File: config.mk
export PLATFORM = sky130hd
export DESIGN_NAME = xor_decrypt_adler32_verify_unit
export DESIGN_NICKNAME = d
export VERILOG_FILES = /design/src/rtl/xdav_pkg.sv /design/src/rtl/xdav_apb_regs.sv /design/src/rtl/xor_decrypt_adler32_verify_unit.sv
export VERILOG_INCLUDE_DIRS = /design/src /design/src/rtl
export SDC_FILE = /design/constraint.sdc
export NUM_CORES = 1
export LEC_CHECK = 0
export ABC_AREA = 1
export BUFFER_PORTS_ARGS = -buffer_cell sky130_fd_sc_hd__buf_2
export CELL_PAD_IN_SITES_DETAIL_PLACEMENT = 0
export CELL_PAD_IN_SITES_GLOBAL_PLACEMENT = 1
export CORE_MARGIN = 2
export CORE_UTILIZATION = 45
export DETAILED_ROUTE_END_ITERATION = 8
export PLACE_DENSITY_LB_ADDON = 0.05
export RECOVER_POWER = 25
export SETUP_SLACK_MARGIN = 0.05
export SLEW_MARGIN = 0
export SYNTH_ARGS = -nofsm -noshare
export SYNTH_HDL_FRONTEND = slang
export SYNTH_HIERARCHICAL = 1
export SYNTH_SLANG_ARGS = --single-unit
File: constraint.sdc
create_clock -name clk -period 10.15 [get_ports clk]
set_input_delay 0.5075 -clock clk [delete_from_list [all_inputs] [get_ports clk]]
set_output_delay 0.5075 -clock clk [all_outputs]
set_load 0.1 [all_outputs]
File: src/rtl/xor_decrypt_adler32_verify_unit_assert.svh
// Assertion macros used by the xdav top-level RTL file.
`ifndef XOR_DECRYPT_ADLER32_VERIFY_UNIT_ASSERT_SVH
`define XOR_DECRYPT_ADLER32_VERIFY_UNIT_ASSERT_SVH
`ifndef SYNTHESIS
// Check on every clock edge outside reset.
`define XDAV_ASSERT(lbl, prop, msg) \
	lbl: assert property (@(posedge clk) disable iff (!arst_n) prop) else $error(msg);
// Check on every clock edge, reset included.
`define XDAV_ASSERT_ALWAYS(lbl, prop, msg) \
	lbl: assert property (@(posedge clk) prop) else $error(msg);
`else
`define XDAV_ASSERT(lbl, prop, msg)
`define XDAV_ASSERT_ALWAYS(lbl, prop, msg)
`endif
`endif

File: src/rtl/xdav_pkg.sv
// Package with beat types and constants of the XOR decrypt and Adler-32 verify unit.
`default_nettype none
package xdav_pkg;

	// Adler-32 modulus
	localparam logic [15:0] ADLER_MOD = 16'd65521;

	// Key position register width (up to sixteen key bytes)
	localparam int KEY_POS_W = 4;

	// Configuration address: registers at 8 * index
	localparam int PADDR_W = 4;
	localparam int CFG_SEL_BIT = 3;
	localparam logic REG_KEY_LOW = 1'b0;
	localparam logic REG_KEY_HIGH = 1'b1;

	typedef struct packed {
		logic [7:0]  data_byte;
		logic        encrypted;
		logic        first;
		logic        last;
		logic [31:0] expected_sum;
	} in_beat_t;

	typedef struct packed {
		logic [7:0]  plain_byte;
		logic        end_of_entry;
		logic [31:0] sum_value;
		logic        sum_ok;
	} out_beat_t;

endpackage
`default_nettype wire

File: src/rtl/xdav_apb_regs.sv
// APB register file holding the two 64-bit key words.
`default_nettype none
module xdav_apb_regs (
	input  wire logic                         clk,
	input  wire logic                         arst_n,
	input  wire logic                         psel,
	input  wire logic                         penable,
	input  wire logic                         pwrite,
	input  wire logic [xdav_pkg::PADDR_W-1:0] paddr,
	input  wire logic [63:0]                  pwdata,
	output logic      [63:0]                  prdata,
	output logic                              pready,
	output logic      [63:0]                  key_low,
	output logic      [63:0]                  key_high
);

	logic [63:0] key_low_q;
	logic [63:0] key_high_q;
	logic        wr_en;
	logic        reg_sel;

	assign pready  = 1'b1;
	assign wr_en   = psel && penable && pwrite && pready;
	assign reg_sel = paddr[xdav_pkg::CFG_SEL_BIT];

	// Write the addressed key word in the access phase
	always_ff @(posedge clk or negedge arst_n) begin
		if (!arst_n) begin
			key_low_q  <= '0;
			key_high_q <= '0;
		end else if (wr_en) begin
			case (reg_sel)
				xdav_pkg::REG_KEY_LOW:  key_low_q  <= pwdata;
				xdav_pkg::REG_KEY_HIGH: key_high_q <= pwdata;
				default: ;
			endcase
		end
	end

	// Read back the addressed key word
	always_comb begin
		case (reg_sel)
			xdav_pkg::REG_KEY_LOW:  prdata = key_low_q;
			xdav_pkg::REG_KEY_HIGH: prdata = key_high_q;
			default:                prdata = '0;
		endcase
	end

	assign key_low  = key_low_q;
	assign key_high = key_high_q;

endmodule
`default_nettype wire

File: src/rtl/xor_decrypt_adler32_verify_unit.sv
// Top level: repeating-key XOR decryption with running Adler-32 check.
// An accepted input beat is held in the input stage; its result beat is then offered from the result register.
// Throughput: one byte per cycle while out_ready holds; the sum update is one add-compare-subtract
// for a and one for b between the input stage and the result register.
// Reset: asynchronous, active low; clears both stages, key words, key position,
// sum a to one and sum b to zero.
`default_nettype none
`include "xor_decrypt_adler32_verify_unit_assert.svh"
module xor_decrypt_adler32_verify_unit #(
	parameter int KEY_BYTES = 16
) (
	input  wire logic                         clk,
	input  wire logic                         arst_n,
	// input byte channel
	input  wire logic                         in_valid,
	output logic                              in_ready,
	input  wire xdav_pkg::in_beat_t           in_data,
	// result channel
	output logic                              out_valid,
	input  wire logic                         out_ready,
	output xdav_pkg::out_beat_t               out_data,
	// configuration port
	input  wire logic                         psel,
	input  wire logic                         penable,
	input  wire logic                         pwrite,
	input  wire logic [xdav_pkg::PADDR_W-1:0] paddr,
	input  wire logic [63:0]                  pwdata,
	output logic      [63:0]                  prdata,
	output logic                              pready
);

	localparam int POS_W = xdav_pkg::KEY_POS_W;
	localparam logic [POS_W:0] KEY_WRAP = (POS_W+1)'(KEY_BYTES);

	logic [63:0] key_low;
	logic [63:0] key_high;

	xdav_apb_regs u_regs (
		.clk      (clk),
		.arst_n   (arst_n),
		.psel     (psel),
		.penable  (penable),
		.pwrite   (pwrite),
		.paddr    (paddr),
		.pwdata   (pwdata),
		.prdata   (prdata),
		.pready   (pready),
		.key_low  (key_low),
		.key_high (key_high)
	);

	// Pipeline registers and running state
	logic                valid_s1;
	xdav_pkg::in_beat_t  beat_s1;
	logic                valid_s2;
	xdav_pkg::out_beat_t beat_s2;
	logic [POS_W-1:0]    key_pos_q;
	logic [15:0]         sum_a_q;
	logic [15:0]         sum_b_q;

	// Stage-one datapath
	logic                advance;
	logic [POS_W-1:0]    pos_base;
	logic [POS_W:0]      pos_inc;
	logic [POS_W-1:0]    pos_next;
	logic [63:0]         key_word;
	logic [7:0]          key_byte;
	logic [7:0]          plain;
	logic [15:0]         a_base;
	logic [15:0]         b_base;
	logic [16:0]         a_sum;
	logic [15:0]         a_next;
	logic [16:0]         b_sum;
	logic [15:0]         b_next;
	logic [31:0]         sum_word;
	xdav_pkg::out_beat_t result;

	// Handshake: stage one moves on when the result register is free or drained
	assign advance  = valid_s1 && (!valid_s2 || out_ready);
	assign in_ready = !valid_s1 || advance;

	always_comb begin
		// restart the entry on the first byte
		pos_base = beat_s1.first ? '0 : key_pos_q;
		a_base   = beat_s1.first ? 16'd1 : sum_a_q;
		b_base   = beat_s1.first ? 16'd0 : sum_b_q;

		// pick the key byte at the current position
		key_word = pos_base[POS_W-1] ? key_high : key_low;
		key_byte = key_word[{pos_base[POS_W-2:0], 3'b000} +: 8];
		plain    = beat_s1.encrypted ? (beat_s1.data_byte ^ key_byte) : beat_s1.data_byte;

		// advance the key position on encrypted bytes, wrap at the key length
		pos_inc  = {1'b0, pos_base} + (POS_W+1)'(1);
		if (!beat_s1.encrypted) begin
			pos_next = pos_base;
		end else if (pos_inc >= KEY_WRAP) begin
			pos_next = '0;
		end else begin
			pos_next = pos_inc[POS_W-1:0];
		end

		// fold the byte into the sums, one compare-subtract each
		a_sum  = {1'b0, a_base} + {9'd0, plain};
		a_next = (a_sum >= {1'b0, xdav_pkg::ADLER_MOD}) ?
			16'(a_sum - {1'b0, xdav_pkg::ADLER_MOD}) : a_sum[15:0];
		b_sum  = {1'b0, b_base} + {1'b0, a_next};
		b_next = (b_sum >= {1'b0, xdav_pkg::ADLER_MOD}) ?
			16'(b_sum - {1'b0, xdav_pkg::ADLER_MOD}) : b_sum[15:0];

		sum_word            = {b_next, a_next};
		result.plain_byte   = plain;
		result.end_of_entry = beat_s1.last;
		result.sum_value    = sum_word;
		result.sum_ok       = beat_s1.last && (sum_word == beat_s1.expected_sum);
	end

	// Control: stage valids and running state
	always_ff @(posedge clk or negedge arst_n) begin
		if (!arst_n) begin
			valid_s1  <= 1'b0;
			valid_s2  <= 1'b0;
			key_pos_q <= '0;
			sum_a_q   <= 16'd1;
			sum_b_q   <= 16'd0;
		end else begin
			if (in_ready) begin
				valid_s1 <= in_valid;
			end
			if (advance) begin
				valid_s2  <= 1'b1;
				key_pos_q <= pos_next;
				sum_a_q   <= a_next;
				sum_b_q   <= b_next;
			end else if (out_ready) begin
				valid_s2 <= 1'b0;
			end
		end
	end

	// Payload: capture the input beat and the result beat
	always_ff @(posedge clk) begin
		if (in_ready && in_valid) begin
			beat_s1 <= in_data;
		end
		if (advance) begin
			beat_s2 <= result;
		end
	end

	assign out_valid = valid_s2;
	assign out_data  = beat_s2;

	// Checks on the running state and results
	`XDAV_ASSERT(a_sum_a_range, sum_a_q < xdav_pkg::ADLER_MOD, "sum a out of range")
	`XDAV_ASSERT(a_sum_b_range, sum_b_q < xdav_pkg::ADLER_MOD, "sum b out of range")
	`XDAV_ASSERT(a_key_pos_range, {1'b0, key_pos_q} < KEY_WRAP, "key position past key length")
	`XDAV_ASSERT(a_ok_only_last, (valid_s2 && !beat_s2.end_of_entry) |-> !beat_s2.sum_ok, "sum_ok on a byte that is not last")
	`XDAV_ASSERT_ALWAYS(a_reset_empty, !arst_n |-> (!valid_s1 && !valid_s2), "pipeline not empty in reset")

endmodule
`default_nettype wire
* After elaboration in Yosys (flattened, before gate mapping)
Cells that the tools add are included.
Word-level totals: register bits 251, bits of input ports 118, output and inout bits 109, word-level logic and storage cells 52
Operators by class: add/sub/neg operators 5, magnitude comparators 3, eq/ne operators 1, shifts and indexed selects 1, mux-type cells 12, bitwise operators 2, reduce and logical (&&, ||, !) cells 12
Operator list (number):
- $pmux W64 S2 | 1
- $mux W16 | 4
- $mux W64 | 1
- $shiftx A64 B7 Y8 | 1
- $ge A17 B16 Y1 const B | 2
- $eq A32 B32 Y1 | 1
- $sub A16 B16 Y16 const B | 2
- $add A16 B16 Y17 | 1
- $add A16 B8 Y17 | 1
- $mux W4 | 3
- $mux W8 | 1
- $xor A8 B8 Y8 | 1
- $add A4 B1 Y5 const B | 1
- $ge A5 B5 Y1 const B | 1
- $logic_and A1 B1 Y1 | 5
- $reduce_and A2 Y1 | 2
- $logic_not A1 Y1 | 2
- $logic_or A1 B1 Y1 | 2
- $mux W1 | 2
- $reduce_bool A2 Y1 | 1
- $not A1 Y1 | 1

* Logic depth before layout (Yosys ltp)
Gate-level depths: netlist of the first run.
depth in word-level cells 13, mapped depth 58, gate-level depth less buffers 55

* By module
Netlist of the first run, hierarchy kept.
By module, submodules not included:
- xor_decrypt_adler32_verify_unit | instances 1, cells each 1326, area an instance 9436.6 um2, seq. area each 3504.6 um2
- xdav_apb_regs | instances 1, cells each 766, area an instance 5844.4 um2, seq. area each 3203.1 um2

* Worst setup path before layout of the first run
Ideal clock, no wire load.
kind reg2reg, start point register beat_s1[33] in the netlist's numbering, end point register beat_s2, in the netlist out_data[0], data pin, setup time 0.251 ns, data arrival time 6.270 ns, data required time 9.899 ns, path slack 3.629 ns, cell stages (with the launch flop) 48, buffers on the path 4, period minus slack after synthesis 6.521 ns, path through edfxtp_1 -> buf_2 -> nor2_1 -> inv_2 -> clkbuf_1 -> a221oi_1 -> o311ai_0 -> nand3_1 -> xor2_1 -> inv_1 -> ha_1 -> fa_1 -> nand2_1 -> nand2_1 -> nand3b_2 -> nand2_2 -> nand2_1 -> nand2_1 -> [... 12 more ...] -> inv_1 -> nand2_1 -> a21oi_1 -> nand3_1 -> nand2_2 -> nor2_2 -> nand3_1 -> nor2_4 -> nand3_4 -> nand3_4 -> buf_6 -> nand2_1 -> nand2_1 -> or2_2 -> nand3_1 -> nor2_1 -> nand3_1 -> nor2_1
RTL lines:
- from (decl) | RTL line xor_decrypt_adler32_verify_unit.sv:54 | xdav_pkg::in_beat_t beat_s1;
- from (signal assigned) | RTL line xor_decrypt_adler32_verify_unit.sv:144 | beat_s1 <= in_data;
- to (signal assigned) | RTL line xor_decrypt_adler32_verify_unit.sv:147 | beat_s2 <= result;
- to (decl) | RTL line xor_decrypt_adler32_verify_unit.sv:56 | xdav_pkg::out_beat_t beat_s2;

==> impl_metrics.ini, run 1 <==
[timing]
drv_slew = 220
tns_ns = 0
setup_violations = 0
fmax_mhz = 117
final_hold_viol_count = 0
finalCritPeriodShare_pct = 84.2
tightest_slew_ns = 5.53
fin_crit_ns = 8.55
max_slew_margin_pct = -269
rsz0062_at_grt = false
clock_skew_ns = 0.0202

[outcome]
failed_checks = capacitance limit, slew limit
status = complete, but fails checks

[global_route]
antenna_found_initial = 5
grtUsageTotal_pct = 27.7
grt_pass1_vias = 13652
grt_overflow = 0
grt_pass1_wl_mm = 76.7
grt_max_degree = 99

[critical_path]
ff2ff_setup_slack_ns = 1.60
end_kind = flop
start_kind = flop
crit_required_ns = 10.58
crit_arrival_ns = 8.98
crit_top_cell = nand2_1
cp_slowest_cell = o311ai_0
max_stage_delay_ns = 0.77
worstSetupPathType = reg2reg
critPathMaxFanout = 34

[place]
numPortBuffers = 222
hpwl_mm = 34.9
placed_area_sq_mm = 0.0168
gp_congestion = 0.897

[floorplanning]
num_rows = 67
ios = 227
die_area_sq_mm = 0.0354
die_h_um = 188
design.core.area_sq_mm = 0.0334
start_util_pct = 45.7
die_w_um = 188

[layout]
num-nets-final = 2444
fillers = 3380
areaGrowthSynthToFinish_pct = 16.1
drive_above_1_share_pct = 16.1
final_cell_area_sq_mm = 0.0177

[power]
total_leakage_power_nw = 9.32
power.density_mw_per_mm2 = 298
ir_drop_uv = 230
totalPowerFinal_mw = 5.28

[logic_synthesis]
synth_edf_count = 85
ys_top_cells_by_area = dfrtp_1 27%, nand2_1 22%, edfxtp_1 17%
synth.most_common_cell = nand2_1
synth_nets = 2242
ys_ff_latch = 251
synth_top_area_cell = dfrtp_1
ys.flop_type = dfrtp_1
synthTopCellsByCount = 899 x nand2_1, 279 x nand3_1, 189 x inv_1
synth_area_sq_mm = 0.0153
synth.distinct_cells = 50
yosysWarnings = 6
syn-mean-instance-area_sq_um = 7.30
ys_seq_area_share_pct = 43.9
synth_top_area_share_pct = 27.0
async_flop_share_pct = 66.1
syn_inst = 2092

[detailed_routing]
drt_iter0_drc = 1041
drt-total-wl_mm = 49.1
detail_route.wl_per_cell_um = 17.8
num_vias = 14343
antenna_left = 0
remaining_drc_errors = 0
drt_pass1_iterations = 5
via_per_inst = 5.19

[cts]
numCtsBuffers = 29
cts_tree = done
cts_buffer_depth = 3
postCtsHoldBufs = 0
htree_levels = 1
clkLatencyLatePin_ns = 0.58
post-cts-setup-buffer-count = 0
clk_pin_slew_ns = 0.06
cts_resized = 0
clock-sinks = 251
root_buffer = clkbuf_16

[min_path]
worst_hold_path_type = in2reg

[run]
maxCapViolations = 3
[cell type report]
| class | instances | area, sq um | share of cell area, % |
|---|---|---|---|
| Tap cell | 448 | 561 | 3.16 |
| Antenna cell | 3 | 7.51 | 0.0423 |
| Clock buffer | 38 | 801 | 4.51 |
| Inverter | 202 | 761 | 4.29 |
| Sequential cell | 251 | 6710 | 37.8 |
| Timing Repair Buffer | 264 | 1420 | 8.01 |
| Clock inverter | 11 | 111 | 0.628 |
| Multi-Input combinational cell | 1546 | 7370 | 41.5 |
[stage by stage]
step	util, %	worst slack [ns]	instances	hold WS (ns)
after detailed placement	50.4	1.63	2711	0.437
after floorplan	-	3.63	2092	0.212
after global placement	50.4	1.64	2711	0.436
final	53.0	1.60	2763	0.106
after CTS	53.1	1.59	2760	0.0615
after global routing	53.0	0.836	2761	0.0851
[flip-flops by register name, indices dropped and copies added (netlist names)]
name	cells
beat_s1	43
key_pos_q	4
out_data	42
out_valid	1
sum_a_q	16
sum_b_q	16
u_regs/key_high	64
u_regs/key_low	64
valid_s1	1
[kinds of logic after synthesis]
group	synth area share, %
AO/OA/AOI/OAI	4.95
XOR/XNOR	1.51
adder cells (fa/ha/maj)	2.72
buffers and inverters	7.97
flip-flops	43.9
other	0.0245
AND/OR/NAND/NOR	38.9
[worst max-delay path: cells and delay by family (launching register included)]
family	cells	cell delay [ns]
flip-flops	1	0.57
buffers and inverters	7	1.26
AND/OR/NAND/NOR	33	4.10
adder cells (fa/ha/maj)	2	0.74
AO/OA/AOI/OAI	3	1.10
XOR/XNOR	2	0.59
[power breakdown]
group          internal [mW]  switching [mW]  total [mW]
Sequential              1.30           0.126        1.43
Combinational          0.719            2.11        2.83
Clock                  0.582           0.443        1.03
Total                   2.60            2.68        5.28
[final timing paths]
| kind | cells past startpoint | endpoint | start |
|---|---|---|---|
| max in group asynchronous | 2 | sum_b_q[2] | arst_n |
| max reg2reg | 47 | out_data[0] | beat_s1[33] |
| min reg2reg | 0 | out_data[33] | beat_s1[32] |
| min | 1 | beat_s1[40] | in_data[40] |
| min in group asynchronous | 1 | u_regs/key_high[51] | arst_n |
| max | 47 | out_data[0] | beat_s1[33] |
[placed cells by master (no fill, tap or decap), types with 30 or more instances in the layout]
master	count
a221oi_1	32
buf_2	211
buf_4	40
clkbuf_16	30
dfrtp_1	165
edfxtp_1	85
ha_1	30
inv_1	188
nand2_1	899
nand3_1	279
nor2_1	90
o21ai_0	38
[layer usage]
metal,wire length (um),global-route usage [%],up-vias
met2,23200,46.2,432
met5,30,0,-
li1,-,-,7151
met3,2840,4.12,86
met4,1710,9.30,4
met1,21400,37.0,6670
Power figures use the tool's default switching activity.
==> inputs of run 2 (changes only) <==
--- a/config.mk
+++ b/config.mk
@@ -6,12 +6,12 @@
 export SDC_FILE = /design/constraint.sdc
 export NUM_CORES = 1
 export LEC_CHECK = 0
-export ABC_AREA = 1
+export ABC_AREA = 0
 export BUFFER_PORTS_ARGS = -buffer_cell sky130_fd_sc_hd__buf_2
 export CELL_PAD_IN_SITES_DETAIL_PLACEMENT = 0
 export CELL_PAD_IN_SITES_GLOBAL_PLACEMENT = 1
 export CORE_MARGIN = 2
-export CORE_UTILIZATION = 45
+export CORE_UTILIZATION = 42
 export DETAILED_ROUTE_END_ITERATION = 8
 export PLACE_DENSITY_LB_ADDON = 0.05
 export RECOVER_POWER = 25
==> constraint.sdc (replaced) <==
create_clock -name clk -period 7.1 [get_ports clk]
set_input_delay 0.355 -clock clk [delete_from_list [all_inputs] [get_ports clk]]
set_output_delay 0.355 -clock clk [all_outputs]
set_load 0.1 [all_outputs]
==> impl_metrics.ini, run 2 <==
[logic_synthesis]
synth_edf_count = 85
yosys.area_share.adder_pct = 2.84
synthSimpleGateAreaFrac_pct = 12.9
synth_area_sq_mm = 0.0147
synthTopCellsByCount = 165 x dfrtp_1, 155 x nand2_1, 140 x mux2_2
ys_ff_latch = 251
syn_inst = 1263
ys_top_cells_by_area = dfrtp_1 28%, edfxtp_1 17%, mux2_2 11%
synth_top_area_cell = dfrtp_1
yosys.area_share.xor_xnor_pct = 4.70
async_flop_share_pct = 66.1
synth_top_family_by_area = multiplexers
synth_nets = 1413
synth.most_common_cell = dfrtp_1
synth_top_area_share_pct = 28.2
ys.flop_type = dfrtp_1
syn-mean-instance-area_sq_um = 11.6
ys_seq_area_share_pct = 45.8
synth-compound-area-share_pct = 10.4
synthMuxAreaShare_pct = 20.6
yosysWarnings = 6
synth.distinct_cells = 92

[floorplanning]
die_area_sq_mm = 0.0364
ios = 227
design.core.area_sq_mm = 0.0345
start_util_pct = 42.5
die_w_um = 191
num_rows = 68
die_h_um = 191

[cts]
cts_buffer_depth = 3
clk_pin_slew_ns = 0.06
cts_tree = done
htree_levels = 1
clock-sinks = 251
clkLatencyLatePin_ns = 0.58
root_buffer = clkbuf_16
numCtsBuffers = 29

[timing]
finalWorstSetupSlack_ns = -0.877
final_hold_viol_count = 0
tightest_slew_ns = 3.48
setup_violations = 27
fin_crit_ns = 7.98
fmax_mhz = 125
finalCritPeriodShare_pct = 112
rsz0062_at_grt = true
tns_ns = -8.66
max_slew_margin_pct = -132
drv_slew = 187
hold_ws_ns = 0.0254
clock_skew_ns = 0.0186

[detailed_routing]
remaining_drc_errors = 0
antenna_left = 0
drt_iter0_drc = 573
drt-total-wl_mm = 48.6
drt_pass1_iterations = 4
num_vias = 12654
via_per_inst = 5.22
detail_route.wl_per_cell_um = 20.1

[critical_path]
reg2reg_to = out_data[0]
cp_top_family = simple AND/OR/NAND/NOR gates
worstSetupPathType = reg2reg
critPathMaxFanout = 5
crit_top_cell = buf_4
reg2reg_depth = 33
max_stage_delay_ns = 0.55
r2r-start = beat_s1[33]
start_kind = flop
cp_slowest_cell = or4_4
ff2ff_setup_slack_ns = -0.88
crit_required_ns = 7.51
crit_arrival_ns = 8.38
crit_buf_inv = 6
end_kind = flop

[min_path]
min_from = pwdata[10]
worst_hold_path_type = in2reg
whs_path_depth = 2
min_to = u_regs/key_high[10]

[power]
total_leakage_power_nw = 10.2
power.density_mw_per_mm2 = 487
ir_drop_uv = 509
totalPowerFinal_mw = 10.8

[global_route]
grt_pass1_vias = 12952
grt_max_degree = 67
antenna_found_initial = 4
grt_overflow = 0
grtUsageTotal_pct = 26.3
grt_pass1_wl_mm = 73.4

[place]
post-place-cells = 2272
gp_congestion = 0.875
numPortBuffers = 222
placed_area_sq_mm = 0.0191
hpwl_mm = 35.8

[outcome]
failed_checks = capacitance limit, slew limit, setup timing
status = complete, but fails checks

[layout]
instances_no_fill = 2423
areaGrowthSynthToFinish_pct = 51.2
drive_above_1_share_pct = 56.0
final_cell_mix = 396 x buf_4, 216 x buf_2, 165 x dfrtp_1, 138 x mux2_2, 131 x nand2_1
mostFrequentLayoutCell = buf_4
num-nets-final = 2096
final_cell_area_sq_mm = 0.0222

[run]
maxCapViolations = 4
-- run 2: changes by cell type after synthesis, sizes merged, moves of 34 or more --
cell   previous run  this run
a21oi            12        52
inv             201        14
mux2              0       205
nand2           923       156
nand3           292        18
nor2            108        64
xnor2             9        43
-- run 2: what timing repair did --
action,in CTS,in global routing
gates resized for setup,119,126
setup endpoints to repair,33,33
endpoints found under the hold margin,78,0
hold buffers,44,0
pin swaps,43,61
buffers inserted,30,30
-- run 2: worst max-delay path by stage --
stage	start	end	depth (start not counted)
after floorplan	beat_s1[33]	out_data[0]	34
after global placement	beat_s1[33]	out_data[0]	35
after detailed placement	beat_s1[33]	out_data[0]	32
after CTS	beat_s1[33]	out_data[0]	34
after global routing	beat_s1[33]	out_data[0]	36
final	beat_s1[33]	out_data[0]	33
-- run 2: final cells by class --
type | count | area (sq um)
Inverter | 16 | 60.1
Fill cell | 2842 | 12300
Clock buffer | 38 | 801
Timing Repair Buffer | 713 | 5130
Multi-Input combinational cell | 935 | 8700
Sequential cell | 251 | 6710
Tap cell | 455 | 569
Antenna cell | 2 | 5.00
Clock inverter | 13 | 184
-- run 2: report_power, final --
part / internal (mW) / leakage, nW / switching [mW]
Clock: 0.938 / 0.479 / 0.610
Combinational: 3.20 / 6.84 / 3.98
Sequential: 1.88 / 2.83 / 0.173
Total: 6.02 / 10.2 / 4.77
-- run 2: logic make-up (layout without fill, tap and decap cells) --
family / count (synthesis) / in the layout
xor gates and xnor gates: 66 / 66
and+or+nand+nor: 381 / 381
other: 1 / 3
buffers and inverters: 77 / 780
adders and majority gates: 32 / 32
muxes: 234 / 234
DFF: 251 / 251
AOI/OAI and AO/OA: 221 / 221
-- run 2: layer usage --
| metal | up-vias | part of all wire, % | track usage, % |
|---|---|---|---|
| met1 | 6241 | 43 | 33.6 |
| met5 | - | 0.053 | 0 |
| met2 | 298 | 49 | 45.0 |
| li1 | 6027 | - | - |
| met4 | 4 | 3.9 | 9.63 |
| met3 | 84 | 4.1 | 4.38 |
-- run 2: stage by stage --
stage | worst slack, ns | util (%)
detailed placement | -1.58 | 55.5
global route | -1.19 | 64.3
global placement | -1.52 | 55.5
finish | -0.877 | 64.3
CTS | -0.802 | 62.0
floorplan | -0.455 | -
==> inputs of run 3 (changes only) <==
--- a/config.mk
+++ b/config.mk
@@ -10,8 +10,9 @@
 export BUFFER_PORTS_ARGS = -buffer_cell sky130_fd_sc_hd__buf_2
 export CELL_PAD_IN_SITES_DETAIL_PLACEMENT = 0
 export CELL_PAD_IN_SITES_GLOBAL_PLACEMENT = 1
+export CORE_ASPECT_RATIO = 0.9
 export CORE_MARGIN = 2
-export CORE_UTILIZATION = 42
+export CORE_UTILIZATION = 36
 export DETAILED_ROUTE_END_ITERATION = 8
 export PLACE_DENSITY_LB_ADDON = 0.05
 export RECOVER_POWER = 25
==> impl_metrics.ini, run 3 (same netlist as run 2, synthesis figures left out) <==
[floorplanning]
num_rows = 70
die_w_um = 217
ios = 227
start_util_pct = 36.3
die_area_sq_mm = 0.0423
die_h_um = 195
design.core.area_sq_mm = 0.0404

[critical_path]
worstSetupPathType = reg2reg
end_kind = flop
cp_slowest_cell = mux4_2
crit_top_cell = buf_6
start_kind = flop
max_stage_delay_ns = 0.53
crit_required_ns = 7.50
crit_arrival_ns = 8.39
critPathMaxFanout = 7

[outcome]
status = complete, but fails checks
failed_checks = capacitance limit, slew limit, setup timing

[timing]
clock_skew_ns = 0.0131
setup_violations = 24
fin_crit_ns = 7.99
finalCritPeriodShare_pct = 112
tightest_slew_ns = 3.05
fmax_mhz = 125
final_hold_viol_count = 0
max_slew_margin_pct = -103
drv_slew = 92
rsz0062_at_grt = true
finalWorstSetupSlack_ns = -0.886

[global_route]
grt_pass1_vias = 12854
grtUsageTotal_pct = 24.4
grt_overflow = 0
antenna_found_initial = 0
grt_pass1_wl_mm = 78.5
grt_max_degree = 67

[place]
gp_congestion = 0.891
place_ws_ns = -1.24
hpwl_mm = 38.4
numPortBuffers = 222
placed_area_sq_mm = 0.0191

[layout]
diodes = 0
final_cell_area_sq_mm = 0.0222
areaGrowthSynthToFinish_pct = 51.7
mostFrequentLayoutCell = buf_4
fillers = 3619
num-nets-final = 2094
drive_above_1_share_pct = 54.8
final_cell_mix = 397 x buf_4, 192 x buf_2, 165 x dfrtp_1, 138 x mux2_2, 132 x nand2_1

[detailed_routing]
drt-total-wl_mm = 52.6
drt_iter0_drc = 763
detail_route.wl_per_cell_um = 21.0
drt_pass1_iterations = 6
num_vias = 12655
via_per_inst = 5.05
remaining_drc_errors = 0
antenna_left = 0

[cts]
clkLatencyLatePin_ns = 0.57
cts_buffer_depth = 3
numCtsBuffers = 29
root_buffer = clkbuf_16
clk_pin_slew_ns = 0.07
htree_levels = 1
cts_tree = done
clock-sinks = 251

[power]
total_leakage_power_nw = 10.1
ir_drop_uv = 270
power.density_mw_per_mm2 = 485

[min_path]
worst_hold_path_type = in2reg

[run]
maxCapViolations = 2
run 3: metrics by stage:
stage	hold WS (ns)	instances	power, mW	setup TNS [ns]	utilization (%)
after floorplan	0.0594	1263	5.68	-0.625	-
after global routing	0.0173	2506	11.3	-20.00	55.0
after detailed placement	0.339	2343	8.08	-15.68	47.3
after global placement	0.340	2343	8.10	-15.47	47.3
after CTS	0.00879	2490	10.5	-7.80	53.7
final	0.0337	2506	10.8	-10.37	55.0
run 3: worst paths after layout:
path	start	end	slack [ns]	depth (start not counted)
min	pwdata[40]	u_regs/key_low[40]	0.03	2
max in group asynchronous	arst_n	u_regs/key_high[3]	3.62	3
min in group asynchronous	arst_n	u_regs/key_low[26]	1.33	2
min reg2reg	sum_a_q[0]	sum_a_q[0]	0.46	2
max	beat_s1[33]	out_data[0]	-0.89	31
max reg2reg	beat_s1[33]	out_data[0]	-0.89	31
run 3: cell type report:
cell class              instances  area, sq um  area share, %
clock buffers                  36          762           3.43
multi-input cells             935         8710           39.2
clock inverters                17          220          0.991
repair buffers                711         5090           22.9
well taps                     540          676           3.04
inverters                      16         60.1          0.270
flip-flops and latches        251         6710           30.2
run 3: routing by layer:
| layer | up-vias | wire [um] | track usage (%) |
|---|---|---|---|
| met2 | 308 | 22400 | 35.8 |
| met1 | 6266 | 26600 | 38.0 |
| met4 | 0 | 944 | 4.06 |
| met3 | 55 | 2720 | 4.07 |
| met5 | - | 0 | 0 |
| li1 | 6026 | - | - |
run 3: report_power, final:
part           internal, mW  switching, mW  leakage (nW)  total [mW]
registers              1.88          0.196          2.83        2.08
logic                  3.05           4.07          6.78        7.12
clock network         0.942          0.638         0.478        1.58
total                  5.87           4.91          10.1        10.8
run 3: critical path: cells and delay by family (launching register included):
| kind | cells | cell delay (ns) |
|---|---|---|
| AOI/OAI and AO/OA | 8 | 1.97 |
| xor gates and xnor gates | 2 | 0.37 |
| adders and majority gates | 2 | 0.72 |
| buffers and inverters | 4 | 0.59 |
| DFF | 1 | 0.42 |
| muxes | 2 | 0.88 |
| and+or+nand+nor | 13 | 2.86 |
run 3: repair_timing:
action | in CTS | in global routing
hold buffers | 45 | 0
buffers inserted | 51 | 29
endpoints found under the setup margin | 33 | 33
cloned | 1 | 0
hold endpoints to repair | 88 | 0
pin swaps | 68 | 64
gates resized for setup | 154 | 103
